### src/rtl/cpcr_pkg.sv
package cpcr_pkg;

   localparam int FIELD_W     = 24;
   localparam int NUM_FIELDS  = 8;
   localparam int CSR_W       = 16;
   localparam int DIST_W      = CSR_W + 1;
   localparam int D2_W        = 2 * (FIELD_W + 1);
   localparam int MSQ_W       = 2 * DIST_W;
   localparam int SQRT_STAGES = DIST_W;
   localparam int DIV_STAGES  = DIST_W;
   localparam int NORM_W      = DIST_W + 1;
   localparam int FIFO_DEPTH  = 4;
   localparam int FIFO_PTR_W  = $clog2(FIFO_DEPTH);
   localparam int FIFO_CNT_W  = $clog2(FIFO_DEPTH + 1);
   localparam int SAT_W       = 35;

   // field order of the item
   localparam int F_P1X = 0;
   localparam int F_P1Y = 1;
   localparam int F_V1X = 2;
   localparam int F_V1Y = 3;
   localparam int F_P2X = 4;
   localparam int F_P2Y = 5;
   localparam int F_V2X = 6;
   localparam int F_V2Y = 7;

   typedef enum logic [1:0] {
      CSR_RADIUS      = 2'd0,
      CSR_RESTITUTION = 2'd1,
      CSR_DAMPING     = 2'd2
   } cpcr_csr_type;

   typedef enum logic [1:0] {
      ST_NONE     = 2'd0,
      ST_SEPARATE = 2'd1,
      ST_RESOLVED = 2'd2
   } cpcr_status_type;

   typedef logic [NUM_FIELDS-1:0][FIELD_W-1:0] cpcr_vals_type;

   typedef struct packed {
      cpcr_vals_type      vals;
      logic               contact;
      logic signed [24:0] dx;
      logic signed [24:0] dy;
   } cpcr_tag_type;

   typedef struct packed {
      cpcr_vals_type             vals;
      logic                      contact;
      logic [DIST_W-1:0]         centre_dist;
      logic signed [NORM_W-1:0]  nx;
      logic signed [NORM_W-1:0]  ny;
   } cpcr_work_type;

   function automatic logic [FIELD_W-1:0] sat_field(input logic signed [SAT_W-1:0] v);
      logic signed [SAT_W-1:0] hi;
      logic signed [SAT_W-1:0] lo;
      hi = SAT_W'(signed'(25'sd8388607));
      lo = -SAT_W'(signed'(25'sd8388608));
      if (v > hi) begin
         return 24'h7FFFFF;
      end else if (v < lo) begin
         return 24'h800000;
      end
      return v[FIELD_W-1:0];
   endfunction

endpackage

### src/rtl/cpcr_fifo.sv
module cpcr_fifo
   import cpcr_pkg::*;
(
   input  logic          clock,
   input  logic          reset,
   input  logic          push,
   input  cpcr_work_type push_data,
   input  logic          pop,
   output logic          empty,
   output logic          full,
   output logic          rd_valid,
   output cpcr_work_type rd_data
);

   cpcr_work_type         mem [FIFO_DEPTH];
   logic [FIFO_PTR_W-1:0] wr_ptr_ff, wr_ptr_in;
   logic [FIFO_PTR_W-1:0] rd_ptr_ff, rd_ptr_in;
   logic [FIFO_CNT_W-1:0] count_ff, count_in;
   logic                  rd_valid_ff;
   cpcr_work_type         rd_data_ff;

   assign empty = (count_ff == '0);
   assign full  = (count_ff == FIFO_CNT_W'(FIFO_DEPTH));

   always_comb begin
      wr_ptr_in = push ? wr_ptr_ff + 1'b1 : wr_ptr_ff;
      rd_ptr_in = pop  ? rd_ptr_ff + 1'b1 : rd_ptr_ff;
      count_in  = count_ff + FIFO_CNT_W'(push) - FIFO_CNT_W'(pop);
   end

   always_ff @(posedge clock) begin
      if (reset) begin
         wr_ptr_ff   <= '0;
         rd_ptr_ff   <= '0;
         count_ff    <= '0;
         rd_valid_ff <= 1'b0;
      end else begin
         wr_ptr_ff   <= wr_ptr_in;
         rd_ptr_ff   <= rd_ptr_in;
         count_ff    <= count_in;
         rd_valid_ff <= pop;
      end
   end

   always_ff @(posedge clock) begin
      if (push) begin
         mem[wr_ptr_ff] <= push_data;
      end
      if (pop) begin
         rd_data_ff <= mem[rd_ptr_ff];
      end
   end

   assign rd_valid = rd_valid_ff;
   assign rd_data  = rd_data_ff;

   a_no_overflow : assert property (@(posedge clock) disable iff (reset)
      !(push && full && !pop))
      else $error("item pushed into full queue");

   a_no_underflow : assert property (@(posedge clock) disable iff (reset)
      pop |-> !empty)
      else $error("item popped from empty queue");

   a_count_grows : assert property (@(posedge clock) disable iff (reset)
      (push && !pop) |=> count_ff == $past(count_ff) + 1'b1)
      else $error("queue fill count lost an item");

endmodule

### config.mk
export PLATFORM = sky130hd
export DESIGN_NAME = cpcr_fifo
export DESIGN_NICKNAME = d
export VERILOG_FILES = /design/src/rtl/cpcr_pkg.sv /design/src/rtl/cpcr_fifo.sv
export SDC_FILE = /design/constraint.sdc
export NUM_CORES = 1
export LEC_CHECK = 0
export ABC_AREA = 1
export BUFFER_PORTS_ARGS = -buffer_cell sky130_fd_sc_hd__buf_2
export CORE_MARGIN = 4
export CORE_UTILIZATION = 40
export CTS_BUF_LIST = sky130_fd_sc_hd__clkbuf_8
export CTS_CLUSTER_DIAMETER = 80
export DETAILED_ROUTE_END_ITERATION = 8
export GPL_ROUTABILITY_DRIVEN = 1
export GPL_TIMING_DRIVEN = 0
export PLACE_DENSITY_LB_ADDON = 0.12
export SLEW_MARGIN = 20
export SYNTH_ARGS = -nofsm -noshare
export SYNTH_HDL_FRONTEND = slang
export SYNTH_SLANG_ARGS = --single-unit
### constraint.sdc
create_clock -name clock -period 8 [get_ports clock]
set_input_delay 0.4 -clock clock [delete_from_list [all_inputs] [get_ports clock]]
set_output_delay 0.4 -clock clock [all_outputs]
set_load 0.01 [all_outputs]
# Word level (Yosys, flattened, before mapping)
# Memories as Yosys holds them, arrays and structs flattened. A register that Yosys moved wholly into a read port is not among the register bits.
# Index checks and enable logic that the tools add are counted.
dict set report word_totals {
  register_bits 8
  ramBits 984
  inputBits 250
  output_inout_bits 249
  word_cells 13
  n_memories 1
}
dict set report op_classes {
  n_addsub 4
  n_eq_ne 1
  mux 2
  n_reduce_logical 1
}
# name words word_bits read_ports rd_clocked_by_memory_dff write_ports line
set memory_table {}
lappend memory_table {mem 4 246 1 1 1 cpcr_fifo.sv:15} ;# cpcr_work_type mem [FIFO_DEPTH];
# operator count
set op_table {}
lappend op_table {{$add A2 B1 Y2 const B} 2}
lappend op_table {{$add A3 B1 Y3} 1}
lappend op_table {{$eq A3 B3 Y1 const B} 1}
lappend op_table {{$logic_not A3 Y1} 1}
lappend op_table {{$sub A3 B1 Y3} 1}
lappend op_table {{$mux W1} 2}

# Longest topological paths before layout
# Gate-level depths: netlist of the first run.
dict set report depth {
  ltp_word 2
  mapped_depth 8
  mapped_depth_nobuf 8
}

# Least setup slack after synthesis of the first run
# OpenSTA, ideal clock, no wires.
dict set report synth_timing {
  kind {reg2reg}
  from {register wr_ptr_ff[0]}
  to {memory mem[2][0] (netlist bit), enable pin}
  setup_time_ps 597
  t_arrival_ps 5305
  slack_ps 2098
  stages_incl_launch_ff 5
  n_path_buf 0
  synth_period_minus_slack_ps 5902
  path_cell_list {dfxtp_1 -> inv_1 -> ha_1 -> nand2_1 -> inv_1}
}
# element line
set synth_lines {}
lappend synth_lines {{from (decl)} cpcr_fifo.sv:16} ;# logic [FIFO_PTR_W-1:0] wr_ptr_ff, wr_ptr_in;
lappend synth_lines {{from (signal assigned)} cpcr_fifo.sv:38} ;# wr_ptr_ff <= wr_ptr_in;
lappend synth_lines {{to (decl)} cpcr_fifo.sv:15}
# Straight into the memory's write port.

# Worst setup path in the final report of the first run
dict set report layout_timing {
  from {register wr_ptr_ff[1]}
  to {memory mem[1][89] (netlist bit), enable pin}
}
# Straight into the memory's write port.

==> impl_metrics.py, run 1 <==
metrics = {
    "logic_synthesis": {
        "synth_compound_area_frac": 0.117,
        "yosysUniqueCellTypes": 19,
        "synth_top_family_by_area": "compound AO/OA/AOI/OAI gates",
        "synth-simple-area-share": 0.0400,
        "syn_nets": 3430,
        "syn_inst": 3173,
        "synth_seq_cells": 1238,
        "yosysWarnings": 0,
        "syn_area_um2": 47600,
        "synthXorXnorAreaFrac": 0,
        "yosysSeqAreaShare": 0.779,
        "synth_fa_ha_area_frac": 0.00200,
        "syn_avg_cell_area_um2": 15.0,
        "muxShareOfSynthArea": 0,
    },
    "routing": {
        "wl_per_cell_um": 20.6,
        "wl_mm": 120,
        "drt_first_pass_iters": 5,
        "num_vias": 27569,
        "drc_errors": 0,
        "postRouteAntennaNets": 0,
        "vias_per_cell": 4.71,
        "first_iter_violations": 1699,
    },
    "worst_setup_path": {
        "worstPathMaxFanout": 67,
        "path_cells": "inv_1, ha_1, nand2_1, inv_8, buf_16, buf_16",
        "crit_type": "reg -> reg",
        "cp_num_buf_inv": 4,
        "start_kind": "register",
        "cp-end-kind": "register",
        "crit_top_cell": "buf_16",
        "cpMaxStageDelayCell": "inv_8",
        "slowest_delay_ns": 0.42,
        "crit_family": "buffers and inverters",
        "cp.arrival_ns": 2.93,
        "worstPathRequired_ns": 8.53,
    },
    "timing": {
        "whs_ns": 0.242,
        "setup_viol": 0,
        "finalMaxSlewViolations": 0,
        "period_needed_ns": 2.40,
        "slew_headroom": 0.517,
        "hold_violations": 0,
        "finalClockSkew_ns": 0.0498,
        "worst_pin_slew_ns": 0.724,
        "fin_crit_sh": 0.300,
        "fmax_mhz": 417,
        "rsz0062_at_grt": "false",
    },
    "floorplanning": {
        "num_rows": 126,
        "initial_core_util": 0.404,
        "ios": 499,
        "core_region_area_um2": 118000,
        "die_y_um": 353,
        "dieArea_um2": 125000,
        "fp.dieW_um": 353,
    },
    "grt": {
        "grt_max_degree": 79,
        "grt_overflow_total": 0,
        "grt_pass1_wl_mm": 180,
        "antenna_found_initial": 22,
        "grt_pass1_vias": 28449,
        "grt_util_all_layers": 0.192,
    },
    "place": {
        "dpl.hpwl_mm": 74.0,
        "dp.cells": 5222,
        "routabilityCongestion": 0.732,
        "port_buffers": 498,
    },
    "finish": {
        "final_cells": 5854,
        "layout_commonest_cell": "edfxtp_1",
        "finalCoreUtilization": 0.497,
        "fin_nets": 4399,
        "syn2layout_area_growth_pct": 23.2,
        "final_cell_mix": "1,230 x edfxtp_1, 583 x buf_2, 577 x inv_1",
        "fillers": 10254,
        "drive_gt1_frac": 0.264,
    },
    "clock_tree": {
        "cts_root_buf": "clkbuf_8",
        "h-tree-depth": 4,
        "cts_resized": 0,
        "worstSkewPairLatency_ns": 0.91,
        "cts_setup_buffers": 0,
        "hold_buffers": 250,
        "cts_buffers": 204,
        "cts.sinks": 1238,
        "cts_tree": "done",
        "clkTransAtPathRegs_ns": 0.06,
        "clk_path_buf_depth": 3,
    },
    "power": {
        "power_frac_comb": 0.094,
        "power_mw": 13.9,
        "ir_worst_vdd_mv": 0.138,
        "p_int_mw": 10.5,
        "power_density_nw_per_um2": 237,
        "pwr-share-seq": 0.549,
        "swShare": 0.247,
        "clkPwrFrac": 0.357,
        "p_sw_mw": 3.43,
        "leakage_nw": 22.6,
    },
    "outcome": {
        "status": "completed",
    },
    "min_path": {
        "min_path_type": "in -> reg",
    },
    "flow_run": {
        "cap_violations": 0,
    },
}
-- cell families after synthesis --
family / count (synthesis)
DFF: 1238
buffers and inverters: 674
adders and majority gates: 7
AOI/OAI and AO/OA: 747
and+or+nand+nor: 507
-- worst paths after layout --
| check | startpoint | end | slack [ns] | depth (start not counted) |
|---|---|---|---|---|
| hold reg to reg | mem[0][185]$_DFFE_PP_ | rd_data[185]$_DFFE_PP_ | 0.51 | 2 |
| setup reg to reg | wr_ptr_ff[1]$_SDFFE_PP0P_ | mem[1][89]$_DFFE_PP_ | 5.60 | 6 |
| setup / recovery | wr_ptr_ff[1]$_SDFFE_PP0P_ | mem[1][89]$_DFFE_PP_ | 5.60 | 6 |
| hold / removal | push_data[211] | mem[2][211]$_DFFE_PP_ | 0.24 | 2 |
-- Yosys cell counts, drive strengths merged --
master	count	area (um2)
a21oi	251	1260
buf	139	986
clkbuf	26	97.6
dfxtp	8	160
edfxtp	1230	36900
fa	1	20.0
ha	6	75.1
inv	509	1910
nand2	500	1880
nand3	1	5.00
nor2	5	18.8
nor3	1	5.00
o211ai	246	3050
o21ai	250	1250
-- state kept, by name, summed over array words and instances (netlist names) --
name and cells:
mem 984, rd_data 246, count_ff 3, rd_ptr_ff 2
wr_ptr_ff 2, rd_valid 1
-- per-layer routing --
metal  GRT usage  vias to the layer above  wire length (um)
met5           0                        -               102
met4      0.0551                       16              2400
met3      0.0598                      184              8660
met2       0.314                      716             57700
met1       0.249                    13387             51600
li1            -                    13266                 -
-- power by group through the flow --
stage	sequential [mW]	clock (mW)	combinational (mW)
after floorplan	7.87	0	0.551
after global placement	7.88	0	1.19
after detailed placement	7.77	0	1.23
after CTS	7.64	5.15	1.34
after global routing	7.66	5.45	1.45
final	7.64	4.97	1.30
-- area by class of cell --
type / count / area, um2 / share of cell area
Antenna cell: 18 / 45.0 / 0.000767
Clock buffer: 212 / 2920 / 0.0497
Multi-Input combinational cell: 1261 / 7560 / 0.129
Sequential cell: 1238 / 37100 / 0.632
Clock inverter: 152 / 713 / 0.0122
Timing Repair Buffer: 763 / 5420 / 0.0923
Inverter: 509 / 1940 / 0.0331
Tap cell: 1536 / 1920 / 0.0327
Buffer: 165 / 1080 / 0.0185
-- per-stage QoR --
| stage | setup TNS, ns | cell area, um2 | setup WS, ns |
|---|---|---|---|
| after global routing | 0 | 58700 | 5.46 |
| after global placement | -2532.75 | 52100 | -2.84 |
| after CTS | 0 | 58600 | 5.56 |
| after detailed placement | 0 | 52500 | 5.57 |
| final | 0 | 58700 | 5.60 |
| after floorplan | 0 | 47600 | 2.10 |
(Power assumes the default switching activity.)
==> inputs of run 2 (changes only) <==
- clock period: 8 -> 2.45 ns (I/O delays scaled with it)
==> run 2 against run 1 <==
Net effect:
- global-route usage up 0.55 points
- routed wire length is 4.1% higher
- worst setup slack worse by 5.4 ns
- critical path type unchanged
- critical endpoint is now mem[3][104]$_DFFE_PP_
==> impl_metrics.py, run 2 (same netlist as run 1, synthesis figures left out) <==
metrics = {
    "routing": {
        "num_vias": 28969,
        "first_iter_violations": 1706,
        "drt_first_pass_iters": 5,
        "wl_per_cell_um": 20.6,
        "postRouteAntennaNets": 0,
        "wl_mm": 125,
        "drc_errors": 0,
        "vias_per_cell": 4.76,
    },
    "place": {
        "dp.cells": 5256,
        "routabilityCongestion": 0.752,
        "place_worst_setup_slack_ns": -0.0269,
        "port_buffers": 498,
        "dpl.hpwl_mm": 79.4,
    },
    "power": {
        "power_density_nw_per_um2": 747,
        "power_frac_comb": 0.102,
        "ir_worst_vdd_mv": 0.437,
        "power_mw": 45.9,
        "pwr-share-seq": 0.543,
        "leakage_nw": 23.7,
        "swShare": 0.247,
        "clkPwrFrac": 0.354,
        "p_sw_mw": 11.3,
        "p_int_mw": 34.6,
    },
    "timing": {
        "fmax_mhz": 443,
        "setup_viol": 0,
        "period_needed_ns": 2.26,
        "finalMaxSlewViolations": 0,
        "hold_violations": 0,
        "slew_headroom": 0.472,
        "fin_crit_sh": 0.921,
        "finalClockSkew_ns": 0.0441,
        "rsz0062_at_grt": "false",
        "setup_ws_ns": 0.194,
        "worst_pin_slew_ns": 0.791,
        "tns_ns": 0,
    },
    "clock_tree": {
        "cts_buffers": 205,
        "cts_tree": "done",
        "worstSkewPairLatency_ns": 0.85,
        "clkTransAtPathRegs_ns": 0.06,
        "cts.sinks": 1238,
        "clk_path_buf_depth": 3,
        "cts_resized": 0,
        "cts_root_buf": "clkbuf_8",
        "h-tree-depth": 4,
    },
    "outcome": {
        "status": "completed",
    },
    "finish": {
        "layout_commonest_cell": "edfxtp_1",
        "drive_gt1_frac": 0.259,
        "largest_register_ffs": 984,
        "fin_nets": 4642,
        "syn2layout_area_growth_pct": 28.9,
        "final_cells": 6092,
        "final_cell_mix": "1,230 x edfxtp_1, 583 x buf_2, 580 x inv_1",
        "fillers": 10100,
        "finalCoreUtilization": 0.520,
        "max_flop_register": "mem",
    },
    "worst_setup_path": {
        "r2r_slack_ns": 0.19,
        "r2r_start": "wr_ptr_ff[0]$_SDFFE_PP0P_",
        "start_kind": "register",
        "worstPathMaxFanout": 24,
        "cp-end-kind": "register",
        "cp.arrival_ns": 2.83,
        "crit_type": "reg -> reg",
        "worstPathRequired_ns": 3.02,
        "r2r-end": "mem[3][104]$_DFFE_PP_",
        "r2r_cells": 6,
    },
    "floorplanning": {
        "die_y_um": 353,
        "initial_core_util": 0.404,
        "num_rows": 126,
        "core_region_area_um2": 118000,
        "dieArea_um2": 125000,
        "fp.dieW_um": 353,
        "ios": 499,
    },
    "grt": {
        "grt_overflow_total": 0,
        "antenna_found_initial": 27,
        "grt_pass1_wl_mm": 186,
        "grt_pass1_vias": 29737,
        "grt_max_degree": 71,
        "grt_util_all_layers": 0.198,
    },
    "min_path": {
        "hp-start": "push_data[177]",
        "hold_path_depth": 2,
        "holdPathEnd": "mem[2][177]$_DFFE_PP_",
        "min_path_type": "in -> reg",
    },
    "flow_run": {
        "cap_violations": 0,
    },
}
[run 2: cell count changes in the layout (fill, tap and decap cells not counted), sizes merged]
cell,change
dlygate4sd3,+207
bufinv,+2
clkinv,-4
buf,+35
clkbuf,-6
clkinvlp,+6
inv,+2
diode,-4
[run 2: how the worst max path moves through the flow]
stage	start	end	slack (ns)
2_1_floorplan	wr_ptr_ff[0]$_SDFFE_PP0P_	mem[0][0]$_DFFE_PP_	-2.23
3_3_place_gp	wr_ptr_ff[0]$_SDFFE_PP0P_	mem[3][96]$_DFFE_PP_	-6.27
3_5_place_dp	wr_ptr_ff[0]$_SDFFE_PP0P_	mem[0][100]$_DFFE_PP_	-0.03
4_1_cts	wr_ptr_ff[0]$_SDFFE_PP0P_	mem[3][87]$_DFFE_PP_	0.16
5_1_grt	wr_ptr_ff[0]$_SDFFE_PP0P_	mem[3][87]$_DFFE_PP_	0.09
6_report	wr_ptr_ff[0]$_SDFFE_PP0P_	mem[3][104]$_DFFE_PP_	0.19
[run 2: routing by layer]
metal,global-route usage,part of all wire
met1,0.260,0.43
met2,0.320,0.47
met3,0.0565,0.071
met4,0.0606,0.024
met5,0,0.00089
[run 2: power groups by stage]
stage	logic (mW)	registers, mW	clock network (mW)
floorplan	1.80	25.6	0
global placement	3.90	25.6	0
detailed placement	4.17	25.4	0
CTS	4.80	24.9	16.8
global route	5.17	25.0	17.7
finish	4.70	24.9	16.3
[run 2: per-stage QoR]
stage | hold WS [ns] | cell area, um2
after CTS | 0.000107 | 61400
after global placement | 0.339 | 52100
final | 0.0958 | 61400
after detailed placement | 0.338 | 53200
after global routing | 0.00681 | 61400
after floorplan | 0.194 | 47700
[run 2: cell type report]
type	instances	area, um2	share of cell area
Tap cell	1536	1920	0.0313
Clock inverter	158	786	0.0128
Antenna cell	14	35.0	0.000571
Timing Repair Buffer	1005	8150	0.133
Sequential cell	1238	37100	0.604
Clock buffer	206	2840	0.0462
Multi-Input combinational cell	1261	7570	0.123
Buffer	165	1080	0.0176
Inverter	509	1930	0.0314
[run 2: critical path, cell delays in order, from the launching register on]
cell        delay (ns)
dfxtp_2           0.34
ha_1              0.19
nand2_1           0.10
clkinvlp_4        0.54
buf_12            0.40
buf_12            0.18
buf_12            0.19
[run 2: repair_timing]
| item | CTS | global route |
|---|---|---|
| endpoints found under the setup margin | 22 | 0 |
| buffers inserted | 1 | 0 |
| endpoints found under the hold margin | 1128 | 0 |
| hold buffers | 457 | 0 |
